<file path="src/hdl/ibba_pkg.sv">
// Shared types and constants for the inode and block bitmap allocator.
// Used by the controller, the datapath, the top level and the checker.
package ibba_pkg;

  // File store geometry
  localparam int INODE_COUNT      = 32;
  localparam int BLOCK_TOTAL      = 64;
  localparam int BLOCKS_PER_FILE  = 8;
  localparam int BLOCK_BYTES      = 4096;
  localparam int FIRST_DATA_BLOCK = 5;
  localparam int RESERVED_BLOCKS  = 4;

  // Field widths
  localparam int INO_W   = $clog2(INODE_COUNT);
  localparam int BLK_W   = $clog2(BLOCK_TOTAL);
  localparam int LEN_W   = 16;
  localparam int CNT_W   = 4;
  localparam int CMD_W   = 2;
  localparam int BPF_W   = $clog2(BLOCKS_PER_FILE);
  localparam int LIST_AW = INO_W + BPF_W;
  localparam int BLOCK_SHIFT = $clog2(BLOCK_BYTES);

  // Bitmap masks: blocks marked used by a format, blocks never handed out
  localparam logic [BLOCK_TOTAL-1:0] RESERVED_MASK =
      (BLOCK_TOTAL'(1) << RESERVED_BLOCKS) - BLOCK_TOTAL'(1);
  localparam logic [BLOCK_TOTAL-1:0] LOW_MASK =
      (BLOCK_TOTAL'(1) << FIRST_DATA_BLOCK) - BLOCK_TOTAL'(1);

  // Command codes
  typedef enum logic [CMD_W-1:0] {
    CMD_FORMAT = 2'd0,
    CMD_ALLOC  = 2'd1,
    CMD_LOOKUP = 2'd2
  } cmd_e;

  // Result status codes
  typedef enum logic [1:0] {
    ST_OK       = 2'd0,
    ST_NO_INODE = 2'd1,
    ST_TOO_BIG  = 2'd2,
    ST_NO_SPACE = 2'd3
  } status_e;

  // Kind of result loaded into the output register
  typedef enum logic [1:0] {
    EMIT_NONE,
    EMIT_LIST,
    EMIT_ERR,
    EMIT_FMT
  } emit_e;

  // Controller to datapath commands
  typedef struct packed {
    logic    capture;
    logic    format;
    logic    check;
    logic    claim;
    logic    commit;
    logic    rec_load;
    emit_e   emit;
    status_e err;
  } ctrl_cmd_t;

  // Datapath to controller status
  typedef struct packed {
    logic inode_free;
    logic too_big;
    logic blk_found;
    logic claim_done;
    logic list_last;
    logic out_free;
  } dp_stat_t;

endpackage

</file>
<file path="src/hdl/ibba_ctrl.sv">
// Controller state machine for the bitmap allocator.
// Depends on ibba_pkg; drives ibba_datapath through ctrl_cmd_t.
module ibba_ctrl (
  input  logic                    clk_i,
  input  logic                    rst_ni,
  input  logic                    in_valid_i,
  output logic                    in_ready_o,
  input  logic [ibba_pkg::CMD_W-1:0] cmd_i,
  input  ibba_pkg::dp_stat_t      stat_i,
  output ibba_pkg::ctrl_cmd_t     ctrl_o
);

  typedef enum logic [3:0] {
    S_IDLE,
    S_ACHECK,
    S_ACLAIM,
    S_ACOMMIT,
    S_LREC,
    S_LLOAD,
    S_RD,
    S_EMIT,
    S_ERR,
    S_FMT
  } state_e;

  state_e             state_q;
  ibba_pkg::status_e  err_q;
  logic               accept;

  assign in_ready_o = (state_q == S_IDLE);
  assign accept     = in_valid_i && in_ready_o;

  // Command decode per state
  always_comb begin
    ctrl_o          = '0;
    ctrl_o.emit     = ibba_pkg::EMIT_NONE;
    ctrl_o.err      = err_q;
    unique case (state_q)
      S_IDLE: begin
        ctrl_o.capture = accept;
        ctrl_o.format  = accept && (cmd_i == ibba_pkg::CMD_FORMAT);
      end
      S_ACHECK:  ctrl_o.check    = stat_i.inode_free && !stat_i.too_big;
      S_ACLAIM:  ctrl_o.claim    = !stat_i.claim_done && stat_i.blk_found;
      S_ACOMMIT: ctrl_o.commit   = 1'b1;
      S_LLOAD:   ctrl_o.rec_load = 1'b1;
      S_EMIT: if (stat_i.out_free) ctrl_o.emit = ibba_pkg::EMIT_LIST;
      S_ERR:  if (stat_i.out_free) ctrl_o.emit = ibba_pkg::EMIT_ERR;
      S_FMT:  if (stat_i.out_free) ctrl_o.emit = ibba_pkg::EMIT_FMT;
      default: ;
    endcase
  end

  // State and error code register
  always_ff @(posedge clk_i or negedge rst_ni) begin
    if (!rst_ni) begin
      state_q <= S_IDLE;
      err_q   <= ibba_pkg::ST_OK;
    end else begin
      unique case (state_q)
        S_IDLE: begin
          if (accept) begin
            priority if (cmd_i == ibba_pkg::CMD_FORMAT) state_q <= S_FMT;
            else if (cmd_i == ibba_pkg::CMD_ALLOC)      state_q <= S_ACHECK;
            else if (cmd_i == ibba_pkg::CMD_LOOKUP)     state_q <= S_LREC;
            else                                        state_q <= S_IDLE;
          end
        end
        S_ACHECK: begin
          priority if (!stat_i.inode_free) begin
            err_q   <= ibba_pkg::ST_NO_INODE;
            state_q <= S_ERR;
          end else if (stat_i.too_big) begin
            err_q   <= ibba_pkg::ST_TOO_BIG;
            state_q <= S_ERR;
          end else begin
            state_q <= S_ACLAIM;
          end
        end
        S_ACLAIM: begin
          priority if (stat_i.claim_done) begin
            state_q <= S_ACOMMIT;
          end else if (!stat_i.blk_found) begin
            err_q   <= ibba_pkg::ST_NO_SPACE;
            state_q <= S_ERR;
          end
        end
        S_ACOMMIT: state_q <= S_RD;
        S_LREC:    state_q <= S_LLOAD;
        S_LLOAD:   state_q <= S_RD;
        S_RD:      state_q <= S_EMIT;
        S_EMIT: begin
          if (stat_i.out_free) state_q <= stat_i.list_last ? S_IDLE : S_RD;
        end
        S_ERR, S_FMT: begin
          if (stat_i.out_free) state_q <= S_IDLE;
        end
        default: state_q <= S_IDLE;
      endcase
    end
  end

endmodule

</file>
<file path="src/hdl/ibba_datapath.sv">
// Datapath of the bitmap allocator: bitmaps, inode table memories,
// free-slot pickers and the output register. Depends on ibba_pkg.
module ibba_datapath (
  input  logic                             clk_i,
  input  logic                             rst_ni,
  input  ibba_pkg::ctrl_cmd_t              ctrl_i,
  output ibba_pkg::dp_stat_t               stat_o,
  input  logic [ibba_pkg::LEN_W-1:0]       file_length_i,
  input  logic [ibba_pkg::INO_W-1:0]       inode_index_i,
  output logic                             out_valid_o,
  input  logic                             out_ready_i,
  output logic [1:0]                       status_o,
  output logic [ibba_pkg::INO_W-1:0]       inode_number_o,
  output logic [ibba_pkg::BLK_W-1:0]       block_number_o,
  output logic [ibba_pkg::LEN_W-1:0]       stored_length_o,
  output logic [ibba_pkg::CNT_W-1:0]       stored_blocks_o,
  output logic                             last_o
);

  localparam int INO_W  = ibba_pkg::INO_W;
  localparam int BLK_W  = ibba_pkg::BLK_W;
  localparam int LEN_W  = ibba_pkg::LEN_W;
  localparam int CNT_W  = ibba_pkg::CNT_W;
  localparam int BPF_W  = ibba_pkg::BPF_W;
  localparam int NEED_W = LEN_W + 1;
  localparam int NI     = ibba_pkg::INODE_COUNT;
  localparam int NB     = ibba_pkg::BLOCK_TOTAL;
  localparam int LIST_AW_T = ibba_pkg::LIST_AW;

  typedef struct packed {
    logic [CNT_W-1:0] cnt;
    logic [LEN_W-1:0] len;
  } inode_rec_t;

  // Bitmaps (in_use doubles as the valid bit of each inode table row)
  logic [NI-1:0]    in_use_q;
  logic [NB-1:0]    blk_used_q;

  // Inode table memories
  inode_rec_t       rec_mem [NI];
  logic [BLK_W-1:0] list_mem [NI*ibba_pkg::BLOCKS_PER_FILE];
  inode_rec_t       rec_rd_q;
  logic [BLK_W-1:0] list_rd_q;

  // Working registers of the current command
  logic [LEN_W-1:0] len_q;
  logic [INO_W-1:0] ino_q;
  logic [CNT_W-1:0] need_q;
  logic [CNT_W-1:0] idx_q;
  logic [NB-1:0]    claim_mask_q;

  // Output register
  logic                 out_valid_q;
  ibba_pkg::status_e    out_status_q;
  logic [INO_W-1:0]     out_ino_q;
  logic [BLK_W-1:0]     out_blk_q;
  logic [LEN_W-1:0]     out_len_q;
  logic [CNT_W-1:0]     out_cnt_q;
  logic                 out_last_q;

  logic [NEED_W-1:0]    need_full;
  logic [NB-1:0]        search_used;
  logic                 ino_found;
  logic [INO_W-1:0]     ino_pick;
  logic                 blk_found;
  logic [BLK_W-1:0]     blk_pick;
  logic [LIST_AW_T-1:0] list_addr;
  logic                 list_last;
  logic                 out_free;

  // Blocks needed: ceiling of length over block size
  assign need_full = (NEED_W'(len_q) + NEED_W'(ibba_pkg::BLOCK_BYTES - 1))
                     >> ibba_pkg::BLOCK_SHIFT;

  // Lowest free inode
  always_comb begin
    ino_found = 1'b0;
    ino_pick  = '0;
    for (int i = NI - 1; i >= 0; i--) begin
      if (!in_use_q[i]) begin
        ino_found = 1'b1;
        ino_pick  = INO_W'(i);
      end
    end
  end

  // Lowest free data block, counting blocks claimed by this command
  assign search_used = blk_used_q | claim_mask_q | ibba_pkg::LOW_MASK;

  always_comb begin
    blk_found = 1'b0;
    blk_pick  = '0;
    for (int i = NB - 1; i >= 0; i--) begin
      if (!search_used[i]) begin
        blk_found = 1'b1;
        blk_pick  = BLK_W'(i);
      end
    end
  end

  assign list_addr = {ino_q, idx_q[BPF_W-1:0]};
  assign list_last = (need_q == '0) || (CNT_W'(idx_q + CNT_W'(1)) == need_q);
  assign out_free  = !out_valid_q || out_ready_i;

  always_comb begin
    stat_o            = '0;
    stat_o.inode_free = ino_found;
    stat_o.too_big    = need_full > NEED_W'(ibba_pkg::BLOCKS_PER_FILE);
    stat_o.blk_found  = blk_found;
    stat_o.claim_done = (idx_q == need_q);
    stat_o.list_last  = list_last;
    stat_o.out_free   = out_free;
  end

  // Bitmaps and output valid
  always_ff @(posedge clk_i or negedge rst_ni) begin
    if (!rst_ni) begin
      in_use_q    <= '0;
      blk_used_q  <= ibba_pkg::RESERVED_MASK;
      out_valid_q <= 1'b0;
    end else begin
      if (ctrl_i.format) begin
        in_use_q   <= '0;
        blk_used_q <= ibba_pkg::RESERVED_MASK;
      end
      if (ctrl_i.commit) begin
        in_use_q[ino_q] <= 1'b1;
        blk_used_q      <= blk_used_q | claim_mask_q;
      end
      if (ctrl_i.emit != ibba_pkg::EMIT_NONE) out_valid_q <= 1'b1;
      else if (out_ready_i)                   out_valid_q <= 1'b0;
    end
  end

  // Inode table memories, registered reads
  always_ff @(posedge clk_i) begin
    if (ctrl_i.commit) rec_mem[ino_q] <= '{cnt: need_q, len: len_q};
    if (ctrl_i.claim)  list_mem[list_addr] <= blk_pick;
    rec_rd_q  <= rec_mem[ino_q];
    list_rd_q <= list_mem[list_addr];
  end

  // Working registers
  always_ff @(posedge clk_i) begin
    if (ctrl_i.capture) begin
      len_q <= file_length_i;
      ino_q <= inode_index_i;
    end
    if (ctrl_i.check) begin
      ino_q        <= ino_pick;
      need_q       <= CNT_W'(need_full);
      idx_q        <= '0;
      claim_mask_q <= '0;
    end
    if (ctrl_i.claim) begin
      claim_mask_q[blk_pick] <= 1'b1;
      idx_q                  <= idx_q + CNT_W'(1);
    end
    if (ctrl_i.commit) idx_q <= '0;
    if (ctrl_i.rec_load) begin
      // a free inode reads as an empty row
      len_q  <= in_use_q[ino_q] ? rec_rd_q.len : '0;
      need_q <= in_use_q[ino_q] ? rec_rd_q.cnt : '0;
      idx_q  <= '0;
    end
    if (ctrl_i.emit == ibba_pkg::EMIT_LIST) idx_q <= idx_q + CNT_W'(1);
  end

  // Output payload
  always_ff @(posedge clk_i) begin
    unique case (ctrl_i.emit)
      ibba_pkg::EMIT_LIST: begin
        out_status_q <= ibba_pkg::ST_OK;
        out_ino_q    <= ino_q;
        out_blk_q    <= (need_q == '0) ? '0 : list_rd_q;
        out_len_q    <= len_q;
        out_cnt_q    <= need_q;
        out_last_q   <= list_last;
      end
      ibba_pkg::EMIT_ERR, ibba_pkg::EMIT_FMT: begin
        out_status_q <= (ctrl_i.emit == ibba_pkg::EMIT_ERR) ? ctrl_i.err
                                                            : ibba_pkg::ST_OK;
        out_ino_q    <= '0;
        out_blk_q    <= '0;
        out_len_q    <= '0;
        out_cnt_q    <= '0;
        out_last_q   <= 1'b1;
      end
      default: ;
    endcase
  end

  assign out_valid_o     = out_valid_q;
  assign status_o        = out_status_q;
  assign inode_number_o  = out_ino_q;
  assign block_number_o  = out_blk_q;
  assign stored_length_o = out_len_q;
  assign stored_blocks_o = out_cnt_q;
  assign last_o          = out_last_q;

endmodule

</file>
<file path="src/hdl/inode_and_block_bitmap_allocator_core.sv">
// Top level of the inode and block bitmap allocator.
// Depends on ibba_pkg, ibba_ctrl and ibba_datapath.
//
// Takes one command item at a time (format, allocate, lookup) and returns
// one or more result items, the final one flagged by last_o. Format goes
// from the accepting state straight to its result. Lookup accepts the
// command, reads the inode row and then gives one result per read of the
// block list memory. Allocate passes the accepting state, a check state,
// one claim step per block through the lowest-free-block picker over the
// 64-bit block bitmap plus a step that sees the claim finish, a commit
// state, then one result per read of the list memory. A new command is
// taken once the last result of the previous one sits in the output
// register. No clearing pass is needed after reset.
module inode_and_block_bitmap_allocator_core (
  input  logic                          clk_i,
  input  logic                          rst_ni,
  input  logic                          in_valid_i,
  output logic                          in_ready_o,
  input  logic [ibba_pkg::CMD_W-1:0]    cmd_i,
  input  logic [ibba_pkg::LEN_W-1:0]    file_length_i,
  input  logic [ibba_pkg::INO_W-1:0]    inode_index_i,
  output logic                          out_valid_o,
  input  logic                          out_ready_i,
  output logic [1:0]                    status_o,
  output logic [ibba_pkg::INO_W-1:0]    inode_number_o,
  output logic [ibba_pkg::BLK_W-1:0]    block_number_o,
  output logic [ibba_pkg::LEN_W-1:0]    stored_length_o,
  output logic [ibba_pkg::CNT_W-1:0]    stored_blocks_o,
  output logic                          last_o
);

  ibba_pkg::ctrl_cmd_t ctrl;
  ibba_pkg::dp_stat_t  stat;

  // Sequencer
  ibba_ctrl u_ctrl (
    .clk_i      (clk_i),
    .rst_ni     (rst_ni),
    .in_valid_i (in_valid_i),
    .in_ready_o (in_ready_o),
    .cmd_i      (cmd_i),
    .stat_i     (stat),
    .ctrl_o     (ctrl)
  );

  // Bitmaps, inode table and output register
  ibba_datapath u_dp (
    .clk_i           (clk_i),
    .rst_ni          (rst_ni),
    .ctrl_i          (ctrl),
    .stat_o          (stat),
    .file_length_i   (file_length_i),
    .inode_index_i   (inode_index_i),
    .out_valid_o     (out_valid_o),
    .out_ready_i     (out_ready_i),
    .status_o        (status_o),
    .inode_number_o  (inode_number_o),
    .block_number_o  (block_number_o),
    .stored_length_o (stored_length_o),
    .stored_blocks_o (stored_blocks_o),
    .last_o          (last_o)
  );

endmodule

</file>
<file path="config.mk">
export PLATFORM = sky130hd
export DESIGN_NAME = inode_and_block_bitmap_allocator_core
export DESIGN_NICKNAME = d
export VERILOG_FILES = /design/src/hdl/ibba_pkg.sv /design/src/hdl/ibba_ctrl.sv /design/src/hdl/ibba_datapath.sv /design/src/hdl/inode_and_block_bitmap_allocator_core.sv
export SDC_FILE = /design/constraint.sdc
export NUM_CORES = 2
export LEC_CHECK = 0
export BUFFER_PORTS_ARGS = -buffer_cell sky130_fd_sc_hd__buf_2
export CORE_UTILIZATION = 35
export DETAILED_ROUTE_END_ITERATION = 16
export GPL_TIMING_DRIVEN = 0
export SYNTH_ARGS = -nofsm -noshare
export SYNTH_HDL_FRONTEND = slang
export SYNTH_HIERARCHICAL = 1
export SYNTH_SLANG_ARGS = --single-unit
export TNS_END_PERCENT = 50
</file>
<file path="constraint.sdc">
create_clock -name clk_i -period 12.3 [get_ports clk_i]
set_clock_uncertainty 0.05 [all_clocks]
set_input_delay 0.615 -clock clk_i [delete_from_list [all_inputs] [get_ports clk_i]]
set_output_delay 0.615 -clock clk_i [all_outputs]
set_load 0.005 [all_outputs]
</file>
# == After elaboration in Yosys (flattened, before gate mapping) ==
# Memories as Yosys holds them, arrays and structs flattened. A register that Yosys moved wholly into a read port is not among the register bits.
# Index checks and enable logic that the tools add are counted.
# totals
out_inout_bits,36
inputBits,27
register_bits,230
memories,2
ram_bits,2176
elab_cells,326
# memory_table
name,words,word_bits,read_ports,rd_ports_with_merged_regs,wr,line_no,text
u_dp.list_mem,256,6,1,1,1,ibba_datapath.sv:41,logic [BLK_W-1:0] list_mem [NI*ibba_pkg::BLOCKS_PER_FILE];
u_dp.rec_mem,32,20,1,1,1,ibba_datapath.sv:40,inode_rec_t rec_mem [NI];
# op_classes
eq_ne,23
n_reduce_logical,28
n_lt_le_gt_ge,5
mux,247
add_sub_neg,2
bitwise,3
# op_table
op,n
$mux 6,60
$mux 64,4
$mux 5,34
$or 64x64->64,2
$mux 1,105
$mux 4,17
$mux 32,2
$mux 16,3
$or 32x32->32,1
$pmux 16 s2,1
$pmux 4 s8,1
$add 16x12->17 const B,1
$eq 4x3->1 const B,4
$mux 2,8
$reduce_bool 2->1,8
$pmux 6 s2,1
$pmux 5 s2,1
$eq 4x2->1 const B,2
$eq 4x4->1,2
$eq 4x4->1 const B,2
$logic_not 4->1,2
$pmux 2 s2,2
$pmux 4 s2,1
$reduce_and 4->1,2
other kinds (24),42

# == Depth between registers and ports, before layout ==
# depth
depth_word,66
ltp_mapped,18
depth_no_buf,10

# == Modules after synthesis ==
# The synthesis kept the hierarchy.
# modules_own_cells
module,cells_per_inst,n_inst,seq_area_each_um2,area_per_inst_um2
ibba_datapath,4843,1,71238.3,94275.4
ibba_ctrl,64,1,150.1,541.8

# == Least setup slack after synthesis ==
# OpenSTA, ideal clock, no wires.
# synth_timing
path_kind,register to register
from,register u_dp.blk_used_q[37]
to,"memory u_dp/list_mem[0][4] (netlist name), data pin"
path_stages_with_launch,5
t_arrival_ns,10.651
synth_period_minus_slack_ns,12.796
path_buffers,0
setup_time_ns,2.095
path_slack_ns,-0.496
required_time_ns,10.155
path_cell_list,dfrtp_1 > o22ai_1 > nor4_1 > a31oi_1 > nor3_1
# synth_between
elab_chain_len,34
# synth_rtl
item,line_no,text
"start, declared",ibba_datapath.sv:37,logic [NB-1:0] blk_used_q;
"start signal, assigned",ibba_datapath.sv:119,blk_used_q <= ibba_pkg::RESERVED_MASK;
"start signal, assigned",ibba_datapath.sv:124,blk_used_q <= ibba_pkg::RESERVED_MASK;
"start signal, assigned",ibba_datapath.sv:128,blk_used_q <= blk_used_q | claim_mask_q;
$or 64x64->64,ibba_datapath.sv:88,assign search_used = blk_used_q | claim_mask_q | ibba_pkg::LOW_MASK;
$mux 6 (33 in a row),ibba_datapath.sv:94,if (!search_used[i]) begin
net u_dp.blk_pick[4],ibba_datapath.sv:66,logic [BLK_W-1:0] blk_pick;
"end, declared",ibba_datapath.sv:41,
# The timed path passes the listed nets, and every way through them passes these cells.

==> impl_metrics.py <==
metrics = {
    "clock_network": {
        "root_buffer": "clkbuf_16",
        "clock_sinks": 2422,
        "tritoncts": "yes",
        "post_cts_resized": 0,
        "clk_pin_slew_ns": 0.06,
        "numCtsBuffers": 242,
        "worstSkewPairLatency_ns": 0.92,
        "cts-htree-levels": 4,
        "cts_buffer_depth": 4,
    },
    "synth": {
        "synthTopCellsByArea": "edfxtp_1 (71%), mux4_2 (13%), dfrtp_1 (2.6%)",
        "synth-main-ff-cell": "edfxtp_1",
        "synthArstFlopShare_pct": 4.05,
        "post-synth-top-area-fraction_pct": 70.9,
        "yosysTopAreaCell": "edfxtp_1",
        "synthesis.area_um2": 94800,
        "synthesis.nets": 4938,
        "synth_edf_count": 2239,
        "synth-seq-cells": 2422,
        "synthCells": 4907,
        "synth_common_cells": "edfxtp_1 (2,239), mux4_2 (553), nor2_1 (434)",
        "yosys_warnings": 6,
        "synth_cell_types": 81,
        "yosysSeqAreaShare_pct": 75.3,
        "synth_most_common_cell": "edfxtp_1",
        "syn_avg_cell_area_um2": 19.3,
    },
    "routing": {
        "first_pass_iters": 8,
        "antenna_left": 0,
        "viasPerCell": 5.99,
        "detail_route.wl_per_cell_um": 35.2,
        "drtIter0Drc": 8753,
        "num_vias": 53971,
        "drc": 0,
        "wl_um": 317000,
    },
    "critical_path": {
        "reg2regPathDepth": 15,
        "rr_startpoint": "u_dp/idx_q[1]$_DFFE_PP_",
        "crit_arrival_ns": 9.20,
        "r2r_slack_ns": 3.54,
        "crit_required_ns": 12.74,
        "critPathKind": "flip-flop to flip-flop",
        "cp-start-kind": "flip-flop",
        "worstReg2RegEnd": "u_dp/list_mem[238][0]$_DFFE_PP_",
        "crit_path_max_fanout": 10,
        "crit_path_end_kind": "flip-flop",
    },
    "die": {
        "rows": 190,
        "die_w_um": 522,
        "pin_count": 63,
        "die_area_um2": 273000,
        "die_height_um": 522,
        "start_util_pct": 35.3,
        "core_um2": 269000,
    },
    "timing": {
        "setup_viol_count_final": 0,
        "maxSlewHeadroom_pct": -6.75,
        "grt_setup_unrepaired": "no",
        "worst_slew_pin_slew_ns": 1.60,
        "setup_tns_ns": 0,
        "min_period_over_period_pct": 71.2,
        "whs_ns": 0.0519,
        "finalHoldViolations": 0,
        "period_minus_slack_ns": 8.76,
        "fmax_ghz": 0.114,
        "fin_ws_ns": 3.54,
        "slew_violations": 76,
    },
    "global_route": {
        "grt_overflow": 0,
        "grtUsageMet1_pct": 30.9,
        "grt-busiest-layer": "met2",
        "antenna_found_initial": 24,
        "grt_max_degree": 155,
        "grt_usage_pct": 22.9,
        "met3_usage_pct": 6.45,
        "grtUsageMet2_pct": 34.6,
        "grt_pass1_vias": 51512,
        "grt_pass1_wl_um": 429000,
    },
    "status": {
        "violations": "max-capacitance violations, max-slew violations",
        "status": "finished, violations left",
    },
    "worst_hold_path": {
        "hp-class": "input port to flip-flop",
        "hp-start": "file_length_i[10]",
        "holdPathStages": 3,
        "min_to": "u_dp/len_q[10]$_DFFE_PP_",
    },
    "pwr": {
        "leakagePower_nw": 34.0,
        "power.density_nw_per_um2": 250,
        "finalPower_mw": 27.2,
        "ir_drop_mv": 0.313,
    },
    "place": {
        "post-dp-hpwl_um": 207000,
        "postPlaceCellArea_um2": 101000,
        "portBuffers": 62,
        "place_ws_ns": 3.96,
        "gp_congestion": 0.933,
    },
    "flow_run": {
        "maxCapViolCount": 10,
    },
    "cells_and_area": {
        "final_cell_area_um2": 109000,
        "synthToLayoutAreaGrowth_pct": 14.9,
        "layout.nets": 5311,
        "multi_input_area_um2": 21900,
        "fill_cells": 23853,
        "layout.area.seq_um2": 71400,
        "layout-drive-gt1-share_pct": 22.9,
    },
}
## critical path: stages, from the launching register on
cell      delay [ns]
edfxtp_1        0.43
buf_2           0.21
buf_4           0.33
buf_2           0.70
buf_2           0.70
buf_2           0.69
buf_2           0.62
xor2_1          0.20
nor4_1          0.14
nor4_4          0.23
and3_4          0.27
clkbuf_1        0.47
clkbuf_1        0.69
nand3_1         0.99
clkbuf_1        0.79
nor2_1          0.76
## kinds of logic after synthesis
kind of cell	Yosys count	synth area share (%)
flip-flops	2422	75.3
AND/OR/NAND/NOR	792	3.78
buffers and inverters	419	1.97
multiplexers	681	14.5
AO/OA/AOI/OAI	577	4.27
XOR/XNOR	12	0.111
adder cells (fa/ha/maj)	4	0.0528
## stage by stage
stage	util [%]	std cells
2_1_floorplan	-	4907
3_3_place_gp	37.1	8521
3_5_place_dp	37.7	8581
4_1_cts	40.5	9006
5_1_grt	40.6	9009
6_report	40.6	9011
## worst max-delay path by stage
stage | startpoint | end | slack (ns) | cells past startpoint
after CTS | u_dp/idx_q[1]$_DFFE_PP_ | u_dp/list_mem[238][4]$_DFFE_PP_ | 3.91 | 15
after global routing | u_dp/idx_q[1]$_DFFE_PP_ | u_dp/list_mem[158][5]$_DFFE_PP_ | 3.73 | 15
after global placement | u_dp/blk_used_q[63]$_DFFE_PN0P_ | u_dp/list_mem[162][0]$_DFFE_PP_ | -6.65 | 6
after floorplan | u_dp/blk_used_q[59]$_DFFE_PN0P_ | u_dp/list_mem[0][0]$_DFFE_PP_ | 2.24 | 7
after detailed placement | u_dp/idx_q[1]$_DFFE_PP_ | u_dp/list_mem[238][3]$_DFFE_PP_ | 3.96 | 15
final | u_dp/idx_q[1]$_DFFE_PP_ | u_dp/list_mem[238][0]$_DFFE_PP_ | 3.54 | 15
## registers in the layout, summed over array words and instances, names as in the netlist, 16 cells and up
name / count
u_dp/in_use_q: 32
u_dp/rec_rd_q: 20
u_dp/list_mem: 1536
u_dp/rec_mem: 640
u_dp/blk_used_q: 59
u_dp/len_q: 16
u_dp/stored_length_o: 16
u_dp/claim_mask_q: 59
## power breakdown
part	switching, mW	internal [mW]
logic	6.07	2.70
clock network	3.12	4.12
registers	0.503	10.7
total	9.69	17.5
## what timing repair did
action	4_1_cts	5_1_grt
setup buffers	0	0
hold buffers	5	0
hold endpoints to repair	36	0
## layer usage
layer  part of all wire (%)  wire length [um]
met5                  0.022                69
met4                    5.2             16500
met1                     38            120000
met3                     13             40200
met2                     44            141000
## cells in the final DEF (no fill, tap or decap), types with 11 or more instances in the layout
cell type | netlist | routed
edfxtp_1 | 2239 | 2239
mux4_2 | 553 | 553
nor2_1 | 434 | 400
clkbuf_16 | 0 | 244
clkbuf_1 | 147 | 178
buf_2 | 80 | 150
a21oi_1 | 130 | 130
inv_1 | 118 | 118
nand2_1 | 101 | 100
dfrtp_1 | 98 | 98
mux2i_1 | 93 | 93
o22ai_1 | 88 | 87
dfxtp_1 | 85 | 85
a22oi_1 | 78 | 78
nand3_1 | 63 | 63
o32ai_1 | 57 | 57
nor2b_1 | 52 | 51
o21ai_0 | 47 | 47
clkinv_1 | 0 | 42
clkinv_2 | 1 | 38
buf_4 | 36 | 37
mux2_2 | 35 | 35
nor2_4 | 0 | 33
buf_16 | 0 | 29
nor3_1 | 28 | 27
buf_12 | 0 | 24
nand2b_1 | 21 | 21
bufinv_16 | 0 | 20
a22o_1 | 20 | 20
buf_1 | 29 | 19
clkbuf_2 | 0 | 19
a32oi_1 | 18 | 18
nand4_1 | 17 | 17
o211ai_1 | 16 | 16
clkbuf_8 | 0 | 15
and2_1 | 13 | 13
a221o_1 | 13 | 13
o221ai_1 | 12 | 12
nor4_1 | 11 | 11
## final cells by class
type,instances,area share [%]
flip-flops and latches,2422,65.5
multi-input cells,2066,20.1
clock buffers,309,5.96
well taps,3552,4.08
repair buffers,129,1.63
plain buffers,300,1.35
clock inverters,111,1.01
inverters,119,0.411
diodes,3,0.00689
(Power assumes the default switching activity.)
